## src/sv/montgomery_modular_alu_defines.svh

```systemverilog
// Assertion macros shared by the modular ALU.
`ifndef MONTGOMERY_MODULAR_ALU_DEFINES_SVH
`define MONTGOMERY_MODULAR_ALU_DEFINES_SVH

// Same-cycle implication, checked on every rising clk edge out of reset.
`define MMA_ASSERT_IMP(lbl, ante, cons, msg) \
    lbl: assert property (@(posedge clk) disable iff (!rst_n) (ante) |-> (cons)) \
        else $error(msg);

// Next-cycle implication.
`define MMA_ASSERT_NXT(lbl, ante, cons, msg) \
    lbl: assert property (@(posedge clk) disable iff (!rst_n) (ante) |=> (cons)) \
        else $error(msg);

`endif

```

## src/sv/mma_pkg.sv

```systemverilog
// Types and constants of the modular ALU.
`timescale 1ns / 1ps

package mma_pkg;

    localparam int DATA_W     = 64;
    localparam int RES_W      = 62;
    localparam int CMD_W      = 3;
    localparam int CFG_IDX_W  = 2;
    localparam int MOD_BITS_DEF = 62;

    localparam logic [DATA_W-1:0] MODULUS_RST   = 64'd998244353;
    localparam logic [DATA_W-1:0] R_SQUARED_RST = 64'd299560064;
    localparam logic [DATA_W-1:0] MOD_INV_RST   = 64'd996491785301655553;

    typedef enum logic [CFG_IDX_W-1:0] {
        REG_MODULUS   = 2'd0,
        REG_R_SQUARED = 2'd1,
        REG_MOD_INV   = 2'd2
    } cfg_reg_t;

    typedef enum logic [CMD_W-1:0] {
        CMD_ADD = 3'd0,
        CMD_SUB = 3'd1,
        CMD_MUL = 3'd2,
        CMD_DIV = 3'd3,
        CMD_POW = 3'd4,
        CMD_INV = 3'd5,
        CMD_NEG = 3'd6,
        CMD_EQ  = 3'd7
    } cmd_t;

    typedef enum logic [4:0] {
        ST_IDLE,
        ST_TM_DIV,
        ST_MM1,
        ST_MM2,
        ST_MM3,
        ST_A_DONE,
        ST_B_DONE,
        ST_R_MM,
        ST_PL_FIN,
        ST_DIV_INV,
        ST_INV_P,
        ST_INV_MOD,
        ST_EU_LOOP,
        ST_EU_DIV,
        ST_EU_MUL,
        ST_POW_INIT,
        ST_POW_LOOP,
        ST_POW_RES,
        ST_POW_SQ,
        ST_POW_BASE,
        ST_NEG_Z,
        ST_OUT
    } state_t;

    typedef struct packed {
        logic busy;
        logic done;
    } unit_stat_t;

endpackage

```

## src/sv/mma_div.sv

```systemverilog
// Bit-serial restoring 64-bit unsigned divider.
`timescale 1ns / 1ps

module mma_div (
    input  logic                       clk,
    input  logic                       rst_n,
    input  logic                       start,
    input  logic [mma_pkg::DATA_W-1:0] dividend,
    input  logic [mma_pkg::DATA_W-1:0] divisor,
    output logic [mma_pkg::DATA_W-1:0] quotient,
    output logic [mma_pkg::DATA_W-1:0] remainder,
    output mma_pkg::unit_stat_t        stat
);

    localparam int CNT_W = $clog2(mma_pkg::DATA_W);

    logic                       busy_reg;
    logic                       done_reg;
    logic [CNT_W-1:0]           cnt_reg;
    logic [mma_pkg::DATA_W-1:0] dvs_reg;
    logic [mma_pkg::DATA_W-1:0] rem_reg;
    logic [mma_pkg::DATA_W-1:0] quo_reg;
    logic [mma_pkg::DATA_W:0]   trial;
    logic [mma_pkg::DATA_W:0]   diff;
    logic                       load;

    assign load  = start && !busy_reg && !done_reg;
    assign trial = {rem_reg, quo_reg[mma_pkg::DATA_W-1]};
    assign diff  = trial - {1'b0, dvs_reg};

    always_ff @(posedge clk or negedge rst_n)
    begin
        if (!rst_n)
        begin
            busy_reg <= 1'b0;
            done_reg <= 1'b0;
            cnt_reg  <= '0;
        end
        else
        begin
            done_reg <= 1'b0;
            if (load)
            begin
                busy_reg <= 1'b1;
                cnt_reg  <= '0;
            end
            else if (busy_reg)
            begin
                cnt_reg <= cnt_reg + 1'b1;
                if (cnt_reg == CNT_W'(mma_pkg::DATA_W - 1))
                begin
                    busy_reg <= 1'b0;
                    done_reg <= 1'b1;
                end
            end
        end
    end

    always_ff @(posedge clk)
    begin
        if (load)
        begin
            dvs_reg <= divisor;
            rem_reg <= '0;
            quo_reg <= dividend;
        end
        else if (busy_reg)
        begin
            // keep the trial remainder when the divisor does not fit
            if (!diff[mma_pkg::DATA_W])
            begin
                rem_reg <= diff[mma_pkg::DATA_W-1:0];
                quo_reg <= {quo_reg[mma_pkg::DATA_W-2:0], 1'b1};
            end
            else
            begin
                rem_reg <= trial[mma_pkg::DATA_W-1:0];
                quo_reg <= {quo_reg[mma_pkg::DATA_W-2:0], 1'b0};
            end
        end
    end

    assign quotient  = quo_reg;
    assign remainder = rem_reg;
    assign stat.busy = busy_reg;
    assign stat.done = done_reg;

endmodule

```

## config.mk

```make
export PLATFORM = sky130hd
export DESIGN_NAME = mma_div
export DESIGN_NICKNAME = d
export VERILOG_FILES = /design/src/sv/montgomery_modular_alu_defines.svh /design/src/sv/mma_pkg.sv /design/src/sv/mma_div.sv
export SDC_FILE = /design/constraint.sdc
export NUM_CORES = 1
export LEC_CHECK = 0
export BUFFER_PORTS_ARGS = -buffer_cell sky130_fd_sc_hd__clkbuf_2
export CORE_MARGIN = 2
export CORE_UTILIZATION = 50
export CTS_CLUSTER_SIZE = 40
export DETAILED_ROUTE_END_ITERATION = 10
export PLACE_DENSITY = 0.8
export SYNTH_ARGS = -nofsm -noshare
export SYNTH_HDL_FRONTEND = slang
export SYNTH_SLANG_ARGS = --single-unit
```

## constraint.sdc

```tcl
create_clock -name clk -period 3.35 [get_ports clk]
set_input_delay 0.5025 -clock clk [delete_from_list [all_inputs] [get_ports clk]]
set_output_delay 0.5025 -clock clk [all_outputs]
set_load 0.01 [all_outputs]
```

-- Word level (Yosys, flattened, before mapping)
Cells that the tools add are included.
W data, S select, Z words.
- add/subtract/negate cells: 2
- eq/ne operators: 1
- muxes and demuxes: 12
- reduce and logical (&&, ||, !) cells: 5
- operators by type and width (cell ; count):
    $mux W64 ; 3
    $sub A65 B64 Y65 ; 1
    $mux W6 ; 2
    $mux W1 ; 7
    $add A6 B1 Y6 const B ; 1
    $eq A6 B6 Y1 const B ; 1
    $logic_and A1 B1 Y1 ; 2
    $logic_not A1 Y1 ; 2
    $reduce_bool A2 Y1 ; 1
- flip-flop bits (word level): 200
- input port bits: 131
- output and inout bits: 130

-- Logic depth before layout (Yosys ltp)
- word-level depth: 4
- gate-level depth with buffers: 15

-- Worst setup path before layout
Ideal clock, no wire load.
- path type: register to register
- from: register quo_reg, in the netlist quotient[63]
- to: register quo_reg, in the netlist quotient[0] (data pin)
- arrival: 3039 ps
- required time: 3080 ps
- setup slack: 40 ps
- stages on the path, launching flop included: 15
- clock period less this slack: 3310 ps
- path through: edfxtp_1 -> inv_1 -> ha_1 -> fa_1 -> nand2b_1 -> a21oi_1 -> o21a_1 -> o211a_1 -> o21ai_1 -> a211oi_1 -> o211ai_2 -> a211oi_4 -> buf_6 -> buf_6 -> a21oi_1
- cells in the longest elaborated chain, start to end: 4
- RTL lines (what ; line ; source):
    start, declared ; mma_div.sv:22 ; logic [mma_pkg::DATA_W-1:0] quo_reg;
    start signal, assigned ; mma_div.sv:65 ; quo_reg <= dividend;
    start signal, assigned ; mma_div.sv:73 ; quo_reg <= {quo_reg[mma_pkg::DATA_W-2:0], 1'b1};
    start signal, assigned ; mma_div.sv:78 ; quo_reg <= {quo_reg[mma_pkg::DATA_W-2:0], 1'b0};
    $sub A65 B64 Y65 ; mma_div.sv:29 ; assign diff = trial - {1'b0, dvs_reg};
    $mux W1 ; mma_div.sv:70 ; if (!diff[mma_pkg::DATA_W])
    $mux W64 ; mma_div.sv:67 ; else if (busy_reg)
    $mux W64 ; mma_div.sv:61 ; if (load)
No other way between the ends. The select of a mux whose other input is x is not followed.
A chain may end at the register's enable or synchronous reset.

-- Worst setup path after layout
- from: register dvs_reg[23] (netlist bit)
- to: register rem_reg, in the netlist remainder[59]
- cells in the longest elaborated chain, start to end: 2
- RTL lines (what ; line ; source):
    start, declared ; mma_div.sv:20 ; logic [mma_pkg::DATA_W-1:0] dvs_reg;
    start signal, assigned ; mma_div.sv:63 ; dvs_reg <= divisor;
    $sub A65 B64 Y65 ; mma_div.sv:29 ;
    $mux W64 ; mma_div.sv:70 ;
    end signal, assigned ; mma_div.sv:72 ; rem_reg <= diff[mma_pkg::DATA_W-1:0];
    end signal, assigned ; mma_div.sv:77 ; rem_reg <= trial[mma_pkg::DATA_W-1:0];
    end, declared ; mma_div.sv:21 ; logic [mma_pkg::DATA_W-1:0] rem_reg;
No other way between the ends.

==> out/summary.md <==
## Setup path
- nature of the critical path startpoint: register
- cells along the critical path: inv_1 > ha_1 > nand2_1 > nor3_1 > a22o_1 > o21ai_2 > a211oi_2 > buf_4 > o2111a_2 > a211oi_4 > buf_6 > buf_4 > and3_1 > a311o_1
- Most common cell on crit path: sky130_fd_sc_hd__buf_4
- stages on the worst setup path: 14
- endpoint arrival time on the critical path: 3.57 ns
- Critical Path RT: 3.68 ns
- Crit Path Category: register to register
- family with the most delay on the worst path: compound AO/OA/AOI/OAI gates
- Crit. End Element: register
- Max stage delay on crit path: 0.41 ns
- CP max stage cell: sky130_fd_sc_hd__ha_1
- maximum fanout encountered on the critical timing path: 7
- Worst R2R Path Depth: 14
- total buffers and inverters traversed by the critical path: 4

## Cells and area
- Filler Cells Inserted: 1967
- most common cell after layout, fill and taps aside: sky130_fd_sc_hd__nand2_1
- total number of nets in the final design: 1798
- number of diodes added for antenna fixing: 0
- share of cells above drive strength 1: 0.276
- most frequent cells in the layout: sky130_fd_sc_hd__nand2_1 (306), sky130_fd_sc_hd__clkbuf_2 (260), sky130_fd_sc_hd__edfxtp_1 (128)
- Multi-input gate area: 0.00597 mm²
- growth of design area from synthesis to finish: 25.4%
- flip-flop and latch area: 0.00533 mm²

## Routing
- per-cell routed wire length: 17.7 µm
- first-pass iteration count of the detailed router: 5
- via density per instance: 5.68
- DRC Markers: 0
- starting DRC count in detailed routing: 1034
- post-detailed-routing wire length: 34200 µm
- total number of vias: 10977
- number of nets still failing antenna checks after routing: 0

## Pwr
- Switching Power: 6.81 mW
- Leak Pwr: 6.71 nW
- design internal power: 8.63 mW
- Comb pwr share: 0.572
- PwrDens: 1050 mW/mm²
- Max IR drop VDD: 0.548 mV
- switch share: 0.441
- fraction of power consumed by the clock network: 0.139
- power share of the sequential group: 0.289

## Synthesis
- synth unique cells: 69
- async set-or-reset flop fraction in the synthesized netlist: 0.0400
- flop and latch count out of synthesis: 200
- Syn Inst Count: 1305
- prevailing post-synth register cell: sky130_fd_sc_hd__edfxtp_1
- Cell Area, Synth: 0.0118 mm²
- top-area cell type share of the netlist area: 0.327
- most area-consuming cells after synthesis: sky130_fd_sc_hd__edfxtp_1 (33%), sky130_fd_sc_hd__dfxtp_1 (11%), sky130_fd_sc_hd__nand2_1 (9.8%), sky130_fd_sc_hd__ha_1 (6.9%), sky130_fd_sc_hd__o311ai_1 (3.7%)
- synthesized area divided by synthesized cell count: 9.01 µm²
- library cell occupying the most area in the post-synthesis netlist: sky130_fd_sc_hd__edfxtp_1
- number of enable flip-flop cells after synthesis: 128
- sequential area share after synthesis: 0.453
- Syn. warnings: 0
- number of nets produced by synthesis: 1502

## Floorplanning
- initial standard-cell utilization of the core: 0.505
- area of the placeable core: 0.0233 mm²
- chip width: 157 µm
- site row count: 56
- number of top-level pins: 261
- total die area: 0.0248 mm²
- Chip Height: 157 µm

## GRT
- combined global-route utilization of all metal layers: 0.273
- met3 global-route usage: 0.0644
- maximum number of pins on one net before global-route repair: 68
- wire length of the first global-routing pass: 53200 µm
- antenna violations before repair: 2
- Congestion Overflow GR: 0
- met2 global-route usage: 0.461
- fraction of met1 tracks used by global routing: 0.342
- layer carrying the most global-route usage: met2
- number of global-route vias before repair: 10415

## Timing
- Final Hold Slack: 0.219 ns
- fin crit period: 3.24 ns
- setup slack after layout: 0.107 ns
- Slew Limit Headroom: 0.421
- final count of hold timing violations: 0
- final setup violating endpoints: 0
- largest clock skew in the final design: 0.0192 ns
- number of max-slew violations in the final report: 0
- share of the clock period used by the worst path: 0.968
- Tightest Pin Transition: 0.868 ns
- Fmax achieved: 308 MHz

## Clocking
- clock tree from TritonCTS: yes
- CTS Root Buffer Type: sky130_fd_sc_hd__clkbuf_16
- CTS max path bufs: 2
- count of clock tree sinks: 200
- CTS clock-pin slew for the worst setup and hold paths: 0.08 ns
- deepest level of the CTS H-tree: 4
- clock buffers created by TritonCTS: 17
- Skew-Pair Late Insertion Delay: 0.45 ns

## Min path
- Hold Path Depth: 1
- type of the worst min-delay path: input pin to register

## Place
- Post-DP HPWL: 24600 µm
- Port Buffer Count: 260
- routability-driven placement congestion ratio: 0.929
- worst slack at placement: -0.0895 ns

## Status
- run status: finished clean

## Job
- max-cap violation count: 0

-- worst reg2reg max path, cell delays in order, from the launching register on --
cell                       delay [ns]
sky130_fd_sc_hd__edfxtp_1        0.34
sky130_fd_sc_hd__inv_1           0.06
sky130_fd_sc_hd__ha_1            0.42
sky130_fd_sc_hd__nand2_1         0.13
sky130_fd_sc_hd__nor3_1          0.35
sky130_fd_sc_hd__a22o_1          0.25
sky130_fd_sc_hd__o21ai_2         0.10
sky130_fd_sc_hd__a211oi_2        0.24
sky130_fd_sc_hd__buf_4           0.16
sky130_fd_sc_hd__o2111a_2        0.25
sky130_fd_sc_hd__a211oi_4        0.04
sky130_fd_sc_hd__buf_6           0.15
sky130_fd_sc_hd__buf_4           0.14
sky130_fd_sc_hd__and3_1          0.17
sky130_fd_sc_hd__a311o_1         0.31
-- layer usage --
metal,up-vias,routed length [µm]
met5,-,14
met4,4,944
met3,66,2720
met2,475,16600
met1,5168,14000
li1,5264,-
-- layout make-up --
| cell class | count | area share |
|---|---|---|
| clock buffer | 18 | 0.0291 |
| clock inverter | 14 | 0.0129 |
| inverter | 86 | 0.0221 |
| multi-input combinational | 940 | 0.405 |
| sequential | 200 | 0.361 |
| tap | 319 | 0.0271 |
| timing repair buffer | 356 | 0.142 |
-- logic make-up after synthesis --
family	synth area share
buffers and inverters	0.0593
flip-flops	0.453
adder cells (fa/ha/maj)	0.0709
AND/OR/NAND/NOR	0.179
AO/OA/AOI/OAI	0.186
multiplexers	0.00426
XOR/XNOR	0.0469
-- cell usage after synthesis, types with 7 or more instances --
| library cell | instances |
|---|---|
| sky130_fd_sc_hd__nand2b_1 | 11 |
| sky130_fd_sc_hd__a21o_1 | 24 |
| sky130_fd_sc_hd__a32oi_1 | 10 |
| sky130_fd_sc_hd__ha_1 | 65 |
| sky130_fd_sc_hd__inv_1 | 85 |
| sky130_fd_sc_hd__nand4_1 | 24 |
| sky130_fd_sc_hd__o21ai_0 | 44 |
| sky130_fd_sc_hd__edfxtp_1 | 128 |
| sky130_fd_sc_hd__buf_1 | 7 |
| sky130_fd_sc_hd__o21bai_1 | 13 |
| sky130_fd_sc_hd__o31ai_1 | 10 |
| sky130_fd_sc_hd__nor3_1 | 7 |
| sky130_fd_sc_hd__clkbuf_1 | 54 |
| sky130_fd_sc_hd__o21ai_1 | 11 |
| sky130_fd_sc_hd__o311ai_1 | 49 |
| sky130_fd_sc_hd__xor2_1 | 23 |
| sky130_fd_sc_hd__nor2b_1 | 8 |
| sky130_fd_sc_hd__buf_2 | 8 |
| sky130_fd_sc_hd__or3_1 | 7 |
| sky130_fd_sc_hd__a21oi_1 | 80 |
| sky130_fd_sc_hd__dfrtp_1 | 8 |
| sky130_fd_sc_hd__nor2_1 | 51 |
| sky130_fd_sc_hd__nand2_1 | 306 |
| sky130_fd_sc_hd__nand3_1 | 58 |
| sky130_fd_sc_hd__a31oi_1 | 9 |
| sky130_fd_sc_hd__buf_6 | 8 |
| sky130_fd_sc_hd__dfxtp_1 | 64 |
| sky130_fd_sc_hd__xnor2_1 | 40 |
| sky130_fd_sc_hd__a211oi_1 | 12 |
-- worst paths after layout --
check,from,end,slack [ns]
max,dvs_reg[23]$_DFFE_PP_,remainder[59]$_SDFFE_PP0P_,0.11
min,divisor[13],dvs_reg[13]$_DFFE_PP_,0.22
max reg2reg,dvs_reg[23]$_DFFE_PP_,remainder[59]$_SDFFE_PP0P_,0.11
min reg2reg,cnt_reg[0]$_DFFE_PN0P_,cnt_reg[0]$_DFFE_PN0P_,0.52
max in group asynchronous,rst_n,busy_reg$_DFF_PN0_,2.73
min in group asynchronous,rst_n,cnt_reg[3]$_DFFE_PN0P_,0.42
-- repair_timing --
item | in CTS | in global routing
resized for setup | 10 | 41
gates cloned | 1 | 0
pin swaps | 4 | 19
hold endpoints to repair | 8 | 0
setup buffers | 1 | 3
setup endpoints to repair | 65 | 64
hold buffers | 1 | 0
-- power groups by stage --
stage / combinational, mW / clock (mW) / sequential, mW
2_1_floorplan: 5.18 / 0 / 4.73
3_3_place_gp: 8.04 / 0 / 4.46
3_5_place_dp: 8.22 / 0 / 4.47
4_1_cts: 8.54 / 2.18 / 4.45
5_1_grt: 9.67 / 2.27 / 4.57
6_report: 8.83 / 2.15 / 4.46
-- metrics by stage --
step,instances,setup TNS [ns],util,power (mW),area (µm²)
after floorplan,1305,0,-,9.91,11800
after global placement,1895,-0.127,0.593,12.5,13800
after detailed placement,1895,-1.16,0.593,12.7,13800
after CTS,1930,0,0.624,15.2,14500
after global routing,1933,-0.292,0.634,16.5,14700
final,1933,0,0.634,15.4,14700
No activity file was read; power rests on OpenSTA's default activity.
