## src/sv/montgomery_modular_alu_defines.svh

```systemverilog
// Assertion macros shared by the modular ALU.
`ifndef MONTGOMERY_MODULAR_ALU_DEFINES_SVH
`define MONTGOMERY_MODULAR_ALU_DEFINES_SVH

// Same-cycle implication, checked on every rising clk edge out of reset.
`define MMA_ASSERT_IMP(lbl, ante, cons, msg) \
    lbl: assert property (@(posedge clk) disable iff (!rst_n) (ante) |-> (cons)) \
        else $error(msg);

// Next-cycle implication.
`define MMA_ASSERT_NXT(lbl, ante, cons, msg) \
    lbl: assert property (@(posedge clk) disable iff (!rst_n) (ante) |=> (cons)) \
        else $error(msg);

`endif

```

## src/sv/mma_pkg.sv

```systemverilog
// Types and constants of the modular ALU.
`timescale 1ns / 1ps

package mma_pkg;

    localparam int DATA_W     = 64;
    localparam int RES_W      = 62;
    localparam int CMD_W      = 3;
    localparam int CFG_IDX_W  = 2;
    localparam int MOD_BITS_DEF = 62;

    localparam logic [DATA_W-1:0] MODULUS_RST   = 64'd998244353;
    localparam logic [DATA_W-1:0] R_SQUARED_RST = 64'd299560064;
    localparam logic [DATA_W-1:0] MOD_INV_RST   = 64'd996491785301655553;

    typedef enum logic [CFG_IDX_W-1:0] {
        REG_MODULUS   = 2'd0,
        REG_R_SQUARED = 2'd1,
        REG_MOD_INV   = 2'd2
    } cfg_reg_t;

    typedef enum logic [CMD_W-1:0] {
        CMD_ADD = 3'd0,
        CMD_SUB = 3'd1,
        CMD_MUL = 3'd2,
        CMD_DIV = 3'd3,
        CMD_POW = 3'd4,
        CMD_INV = 3'd5,
        CMD_NEG = 3'd6,
        CMD_EQ  = 3'd7
    } cmd_t;

    typedef enum logic [4:0] {
        ST_IDLE,
        ST_TM_DIV,
        ST_MM1,
        ST_MM2,
        ST_MM3,
        ST_A_DONE,
        ST_B_DONE,
        ST_R_MM,
        ST_PL_FIN,
        ST_DIV_INV,
        ST_INV_P,
        ST_INV_MOD,
        ST_EU_LOOP,
        ST_EU_DIV,
        ST_EU_MUL,
        ST_POW_INIT,
        ST_POW_LOOP,
        ST_POW_RES,
        ST_POW_SQ,
        ST_POW_BASE,
        ST_NEG_Z,
        ST_OUT
    } state_t;

    typedef struct packed {
        logic busy;
        logic done;
    } unit_stat_t;

endpackage

```

## src/sv/mma_mul.sv

```systemverilog
// Bit-serial 64 x 64 multiplier with full 128-bit product.
`timescale 1ns / 1ps

module mma_mul (
    input  logic                       clk,
    input  logic                       rst_n,
    input  logic                       start,
    input  logic [mma_pkg::DATA_W-1:0] a,
    input  logic [mma_pkg::DATA_W-1:0] b,
    output logic [mma_pkg::DATA_W-1:0] hi,
    output logic [mma_pkg::DATA_W-1:0] lo,
    output mma_pkg::unit_stat_t        stat
);

    localparam int CNT_W = $clog2(mma_pkg::DATA_W);

    logic                       busy_reg;
    logic                       done_reg;
    logic [CNT_W-1:0]           cnt_reg;
    logic [mma_pkg::DATA_W-1:0] mcand_reg;
    logic [mma_pkg::DATA_W-1:0] hi_reg;
    logic [mma_pkg::DATA_W-1:0] lo_reg;
    logic [mma_pkg::DATA_W:0]   sum;
    logic                       load;

    assign load = start && !busy_reg && !done_reg;
    // multiplier sits in lo and shifts out as the product shifts in
    assign sum  = {1'b0, hi_reg} + (lo_reg[0] ? {1'b0, mcand_reg} : '0);

    always_ff @(posedge clk or negedge rst_n)
    begin
        if (!rst_n)
        begin
            busy_reg <= 1'b0;
            done_reg <= 1'b0;
            cnt_reg  <= '0;
        end
        else
        begin
            done_reg <= 1'b0;
            if (load)
            begin
                busy_reg <= 1'b1;
                cnt_reg  <= '0;
            end
            else if (busy_reg)
            begin
                cnt_reg <= cnt_reg + 1'b1;
                if (cnt_reg == CNT_W'(mma_pkg::DATA_W - 1))
                begin
                    busy_reg <= 1'b0;
                    done_reg <= 1'b1;
                end
            end
        end
    end

    always_ff @(posedge clk)
    begin
        if (load)
        begin
            mcand_reg <= a;
            hi_reg    <= '0;
            lo_reg    <= b;
        end
        else if (busy_reg)
        begin
            hi_reg <= sum[mma_pkg::DATA_W:1];
            lo_reg <= {sum[0], lo_reg[mma_pkg::DATA_W-1:1]};
        end
    end

    assign hi        = hi_reg;
    assign lo        = lo_reg;
    assign stat.busy = busy_reg;
    assign stat.done = done_reg;

endmodule

```

## config.mk

```make
export PLATFORM = sky130hd
export DESIGN_NAME = mma_mul
export DESIGN_NICKNAME = d
export VERILOG_FILES = /design/src/sv/montgomery_modular_alu_defines.svh /design/src/sv/mma_pkg.sv /design/src/sv/mma_mul.sv
export SDC_FILE = /design/constraint.sdc
export NUM_CORES = 1
export LEC_CHECK = 0
export ABC_AREA = 1
export BUFFER_PORTS_ARGS = -buffer_cell sky130_fd_sc_hd__buf_2
export CORE_MARGIN = 2
export CORE_UTILIZATION = 57
export DETAILED_ROUTE_END_ITERATION = 12
export GPL_ROUTABILITY_DRIVEN = 0
export HOLD_SLACK_MARGIN = 0.08
export PLACE_DENSITY = 0.88
export SYNTH_ARGS = -nofsm -noshare
export SYNTH_HDL_FRONTEND = slang
export SYNTH_SLANG_ARGS = --single-unit
```

## constraint.sdc

```tcl
create_clock -name clk -period 2.8 [get_ports clk]
set_clock_uncertainty 0.05 [all_clocks]
set_input_delay 0.42 -clock clk [delete_from_list [all_inputs] [get_ports clk]]
set_output_delay 0.42 -clock clk [all_outputs]
set_load 0.1 [all_outputs]
```

# == Word-level counts from Yosys, hierarchy flattened ==
# Index checks and enable logic that the tools add are counted.
# word_totals
register_bits,200
input_bits,131
wordCells,25
out_inout_bits,130
# op_classes
n_mux,11
eq_ne,1
reduce_logical,5
n_addsub,2
# op_table
op,n
64-bit 2-to-1 mux,3
64-bit by 64-bit adder with 65-bit output,1
6-bit 2-to-1 mux,2
"6-bit by 1-bit adder with 6-bit output, second input constant",1
"6-bit equality test, second input constant",1
1-bit 2-to-1 mux,6
1-bit logical AND,2
1-bit zero test,2
2-bit nonzero test,1

# == Logic depth before layout (Yosys ltp) ==
# Gate-level depths: netlist of run 1.
# logic_depth
depth_word,4
depth_mapped,19
mapped_depth_nobuf,18

# == Worst setup path after synthesis of run 1 ==
# Ideal clock, no wire load.
# synth_timing
path_type,register -> register
start,"reg lo_reg, in the netlist lo[0]"
end,"reg hi_reg, in the netlist hi[59]"
stages_incl_launch_ff,20
path_slack_ps,-249
period_less_slack_ps,3049
t_arrival_ps,2890
cell_sequence,edfxtp_1 -> clkbuf_1 -> clkbuf_1 -> nand2_1 -> inv_1 -> ha_1 -> nand2_1 -> inv_1 -> a21oi_1 -> nand2_2 -> nand2_1 -> nand2_1 -> nand2_1 -> nand2_2 -> nand2_1 -> nand2_1 -> nand2_1 -> nand3_1 -> nand2_1 -> inv_1
# synth_via
elab_chain_cells,2
# synth_lines
element,line_no,text
from (decl),mma_mul.sv:22,logic [mma_pkg::DATA_W-1:0] lo_reg;
from (signal assigned),mma_mul.sv:69,"lo_reg <= {sum[0], lo_reg[mma_pkg::DATA_W-1:1]};"
64-bit 2-to-1 mux,mma_mul.sv:28,"assign sum = {1'b0, hi_reg} + (lo_reg[0] ? {1'b0, mcand_reg} : '0);"
64-bit by 64-bit adder with 65-bit output,mma_mul.sv:28,
to (signal assigned),mma_mul.sv:68,hi_reg <= sum[mma_pkg::DATA_W:1];
to (decl),mma_mul.sv:21,logic [mma_pkg::DATA_W-1:0] hi_reg;
# Every way passes these cells.
# A chain may end at the register's enable or synchronous reset.

# == Worst setup path after layout of run 1 ==
# layout_timing
start,"reg lo_reg, in the netlist lo[0]"
end,"reg hi_reg, in the netlist hi[34]"
# The elaborated chain is that of the path after synthesis.

==> results of run 1 <==
## cell families after synthesis
family | Yosys count | share of synthesized area
simple gates | 1198 | 0.356
flops | 200 | 0.390
buf+inv | 471 | 0.131
fa+ha+maj | 66 | 0.0610
xor+xnor | 25 | 0.0160
compound gates | 118 | 0.0459
## timing repair
action | CTS | global route
gates resized for setup | 0 | 44
buffers inserted | 0 | 3
endpoints found under the hold margin | 47 | 1
hold buffers | 40 | 1
setup endpoints to repair | 0 | 27
## cell usage after synthesis (2+ instances only)
master	number	area, um^2
nand3_1	68	340
clkinv_1	4	15.0
buf_1	3	11.3
nand3_2	10	100
clkbuf_1	26	97.6
nor3_4	2	32.5
xnor2_1	20	175
xor2_1	5	43.8
a31oi_1	3	18.8
dfxtp_1	64	1280
nand2_1	871	3270
nor3_2	3	30.0
inv_2	11	41.3
nor2_2	21	131
edfxtp_1	128	3840
nand4_1	13	81.3
dfrtp_1	8	200
inv_1	414	1550
a21oi_1	60	300
buf_2	11	55.1
o211ai_1	6	45.0
nand2_2	24	150
buf_4	2	15.0
o21ai_0	41	205
nor3_1	11	55.1
ha_1	65	813
o21ai_1	2	10.0
nor2_1	170	638
and2_1	2	12.5
## path summary, 6_finish.rpt
kind,endpoint,slack [ps],cells past startpoint
max,hi[34]$_SDFFE_PP0P_,90,16
min,mcand_reg[42]$_DFFE_PP_,90,1
max reg2reg,hi[34]$_SDFFE_PP0P_,90,16
min reg2reg,hi[15]$_SDFFE_PP0P_,430,2
max in group asynchronous,busy_reg$_DFF_PN0_,2240,2
min in group asynchronous,cnt_reg[1]$_DFFE_PN0P_,260,2
## stage by stage
step	setup slack [ps]	utilization	instances	TNS (ps)	instance area (um^2)
floorplan	-20.1	-	2078	-81.4	14100
global placement	146	0.669	2627	0	15700
detailed placement	67.6	0.669	2627	0	15700
CTS	31.8	0.715	2699	0	16800
global route	-55.0	0.723	2703	-218	17000
finish	92.4	0.723	2703	0	17000
## critical path, stage by stage, from the launching register on
cell and delay, ps:
edfxtp_1 440, buf_12 170, buf_12 150, nand2_1 80, inv_1 40, ha_2 370, nand2_2 100, nor2_4 170
nand2_1 100, clkinv_1 70, nand4_1 150, nand3_4 190, nand3_1 160, nand3_1 110, nand2_1 50, nor2_1 130
nor2_1 50
## per-layer routing
metal,routed length (um),global-route usage
met3,4570,0.0792
met2,18700,0.530
met5,0,0
met1,15900,0.398
met4,1980,0.143
## area by class of cell
class	instances	share of cell area
inverter	429	0.0950
clock inverter	15	0.0147
timing repair buffer	316	0.113
sequential	200	0.314
multi-input combinational	1407	0.415
tap	319	0.0235
clock buffer	17	0.0251
## layout by cell type, fill, tap and decap left out, types with 6 or more instances in the layout
master / synthesis / final
a21oi_1: 60 / 45
a21oi_2: 0 / 15
buf_12: 0 / 7
buf_2: 11 / 260
buf_4: 2 / 8
clkbuf_16: 0 / 17
dfrtp_1: 8 / 7
dfxtp_1: 64 / 64
dlygate4sd3_1: 0 / 41
edfxtp_1: 128 / 128
ha_1: 65 / 39
ha_4: 0 / 22
inv_1: 414 / 412
inv_2: 11 / 12
nand2_1: 871 / 847
nand2_2: 24 / 46
nand3_1: 68 / 68
nand3_2: 10 / 8
nand4_1: 13 / 13
nor2_1: 170 / 156
nor2_2: 21 / 31
nor3_1: 11 / 9
o211ai_1: 6 / 6
o21ai_0: 41 / 40
xnor2_1: 20 / 20
==> out/qor.yml, run 1 <==
vias: 14100
critPathLaunchType: "flip-flop"
slew_headroom: 0.396
fmax_ghz: 0.369
grt_pass1_wl_um: 65500
maxCapViolCount: 0
holdWs_ps: 89.1
reg2reg_from: "lo[0]$_DFFE_PP_"
drcViolationCount: 1
min_period_ps: 2710
die_x_um: 159
required_ps: 3110
hpwlAfterDp_um: 31100
status: "finished, violations left"
finalMaxSlewViolations: 0
wl_per_cell_um: 15.2
die_h_um: 159
synthCells: 2078
cts_buffers: 17
ys_async_sr_fraction: 0.0400
antenna_found_initial: 0
end_kind: "flip-flop"
grt_max_degree: 89
n_antenna_cell: 0
synth_cell_types: 39
crit_type: "reg -> reg"
cts.clk_slew.worst_paths_ps: 90
drive_above_1_share: 0.195
yosys_warnings: 0
portBuffers: 260
ys_ff_latch: 200
drt_iter0_markers: 1531
clk_latency_ps: 460
cts_num_sinks: 200
syn_area_um2: 13700
clockRootBuffer: "clkbuf_16"
grt_overflow_total: 0
synth_ff_type: "edfxtp_1"
finalWirelength_um: 41200
min_path_type: "in -> reg"
cts_tree: "built"
die-area_um2: 25200
fin_crit_sh: 0.967
rsz0062_at_grt: "yes"
grt_pass1_vias: 13400
ant_nets: 0
first_pass_iters: 12
grt_util_all_layers: 0.321
initial_core_util: 0.582
violations: "DRC"
cts_buffer_depth: 2
regArea_um2: 5330
critPathMaxFanout: 31
finalSetupViolations: 0
avgSynthCellArea_um2: 6.58
crit_arrival_ps: 3010
worst_slew_pin_slew_ps: 906
fp-row-count: 56
crit_start: "lo[0]$_DFFE_PP_"
ios: 261
synth_nets: 2275
hold_start: "a[42]"
hold_viol_final: 0
multiInputGateArea_um2: 7050
synth_edf_count: 128
syn2layout_area_growth_pct: 24.2
vias_per_cell: 5.22
h-tree-depth: 4
ys_seq_area_frac: 0.390
core_area_um2: 23500
fillers: 1825
layout.nets: 2568
Power of run 1 is not shown: default switching activity piles up to over one toggle a cycle in this logic, so the estimate is an artifact.
==> run 2, diff against run 1 <==
ABC_AREA = not set   (was 1)
CORE_MARGIN = 8   (was 2)
CORE_UTILIZATION = 55   (was 57)
PLACE_DENSITY = 0.87   (was 0.88)
==> run 2 against run 1 <==
The flow finishes with violations (setup timing). Area after synthesis down 18%. First-iteration DRC count down 25%. Register-to-register slack worse by 830 ps. Via count down 21%. Critical endpoint is now hi[32]$_SDFFE_PP0P_. Highest routed layer is now met5.
==> out/qor.yml, run 2 <==
dp_slack_ps: -635
synth_xor_xnor_area_share: 0.0422
reg2reg_from: "lo[0]$_DFFE_PP_"
reg2reg_depth: 16
ios: 261
ys_async_sr_fraction: 0.0400
initial_core_util: 0.558
path_cells: "buf_8, and2_4, ha_4, and3_4, and3_4, nand3_4, a2111oi_4, buf_4, buf_4, buf_4, o2111ai_4, a21oi_2, buf_4, a31oi_1, xor2_1, o21ai_1"
final_cells: 1832
synth_ff_type: "edfxtp_1"
cts_buffers: 17
finalMaxSlewViolations: 0
worst_path_largest_cell_delay_ps: 440
worst_slew_pin_slew_ps: 673
hold_viol_final: 0
crit_type: "reg -> reg"
synth_cell_types: 72
grt_pass1_wl_um: 60900
wl_per_cell_um: 21.5
yosys-top-cells-count: "edfxtp_1, nand2_1, o21ai_0"
violations: "setup timing"
syn_area_um2: 11200
ys_seq_area_frac: 0.475
grt_overflow_total: 0
hpwlAfterDp_um: 26900
min_period_ps: 3540
drive_above_1_share: 0.462
n_antenna_cell: 0
crit_start: "lo[0]$_DFFE_PP_"
status: "finished, violations left"
min_path_type: "in -> reg"
vias: 11100
required_ps: 3050
finalWirelength_um: 39400
first_pass_iters: 9
final_cell_mix: "buf_2, buf_4, edfxtp_1"
fmax_ghz: 0.282
synth.area.top_cells: "edfxtp_1, dfxtp_1, ha_1"
syn2layout_area_growth_pct: 41.9
critPathMaxFanout: 28
fin_crit_sh: 1.26
finalSetupViolations: 50
hold_start: "a[12]"
r2r_slack_ps: -740
worst_slack_ps: -741
synth_edf_count: 128
grt_util_all_layers: 0.296
ant_nets: 0
h-tree-depth: 4
ys_ff_latch: 200
grt_pass1_vias: 11700
fp-row-count: 52
synthSimpleGateAreaFrac: 0.135
cts_tree: "built"
fillers: 1174
die_h_um: 159
synth_top_family_by_area: "compound AO/OA/AOI/OAI gates"
fin_tns_setup_ps: -22570
grt_max_degree: 103
portBuffers: 260
cp_common_cell: "buf_4"
yosysMostFrequentCell: "edfxtp_1"
crit_arrival_ps: 3790
end_kind: "flip-flop"
die_x_um: 159
slew_headroom: 0.551
synth.mux.area_fraction: 0.0652
rsz0062_at_grt: "yes"
cts.clk_slew.worst_paths_ps: 80
drt_iter0_markers: 1147
holdWs_ps: 91.7
clockRootBuffer: "clkbuf_16"
vias_per_cell: 6.08
cts_num_sinks: 200
layout_commonest_cell: "buf_2"
die-area_um2: 25200
synth_top_area_share: 0.343
core_area_um2: 20100
synth_compound_area_frac: 0.178
maxCapViolCount: 0
yosysTopAreaCell: "edfxtp_1"
critPathSlowestCell: "edfxtp_1"
layout.nets: 1746
cts_buffer_depth: 2
clk_latency_ps: 450
synthCells: 1068
r2r-end: "hi[32]$_SDFFE_PP0P_"
endpoint: "hi[32]$_SDFFE_PP0P_"
critPathLaunchType: "flip-flop"
synth_fa_ha_area_frac: 0.0743
synth_nets: 1265
antenna_found_initial: 2
drcViolationCount: 0
avgSynthCellArea_um2: 10.5
yosys_warnings: 0
dp.cells: 1774
run 2: final cells by class:
type | count | area, um^2 | area share
Clock buffer | 18 | 429 | 0.0270
Clock inverter | 14 | 173 | 0.0109
Inverter | 20 | 78.8 | 0.00496
Multi-Input combinational cell | 783 | 6140 | 0.386
Sequential cell | 200 | 5330 | 0.335
Tap cell | 270 | 338 | 0.0212
Timing Repair Buffer | 527 | 3420 | 0.215
run 2: cell families (layout without fill, tap and decap cells):
logic type,count (synthesis),count (layout)
and+or+nand+nor,300,300
muxes,65,65
xor gates and xnor gates,54,54
buffers and inverters,85,579
AOI/OAI and AO/OA,298,298
DFF,200,200
adders and majority gates,66,66
run 2: stage by stage:
step                instance area (um^2)  utilization
finish                             15900        0.791
global route                       15900        0.791
CTS                                15700        0.781
detailed placement                 14700        0.729
global placement                   14700        0.729
floorplan                          11500            -
run 2: how the worst min path moves through the flow:
stage / end / slack, ps / cells after the start
6_report: mcand_reg[12]$_DFFE_PP_ / 90 / 1
5_1_grt: mcand_reg[56]$_DFFE_PP_ / 70 / 1
4_1_cts: mcand_reg[63]$_DFFE_PP_ / 80 / 1
3_5_place_dp: done_reg$_DFF_PN0_ / 220 / 1
3_3_place_gp: done_reg$_DFF_PN0_ / 220 / 1
2_1_floorplan: busy_reg$_DFF_PN0_ / 70 / 0
run 2: critical path, delay by kind of cell (launching register included):
kind / cells / cell delay (ps)
DFF: 1 / 440
AOI/OAI and AO/OA: 5 / 1000
xor gates and xnor gates: 1 / 200
adders and majority gates: 1 / 290
and+or+nand+nor: 4 / 630
buffers and inverters: 5 / 780
run 2: metal layers:
| metal | global-route usage | wire length, um | vias up |
|---|---|---|---|
| met3 | 0.0905 | 3800 | 210 |
| met1 | 0.314 | 13700 | 5284 |
| met4 | 0.155 | 2140 | 2 |
| met5 | 0 | 11 | - |
| met2 | 0.519 | 19700 | 718 |
| li1 | - | - | 4923 |
run 2: timing repair:
item / CTS / global route
resized for setup: 75 / 38
buffers inserted: 17 / 8
hold endpoints to repair: 10 / 6
pin swaps: 37 / 30
endpoints found under the setup margin: 50 / 54
hold buffers: 3 / 6
Power of run 2 is left out for the same reason.
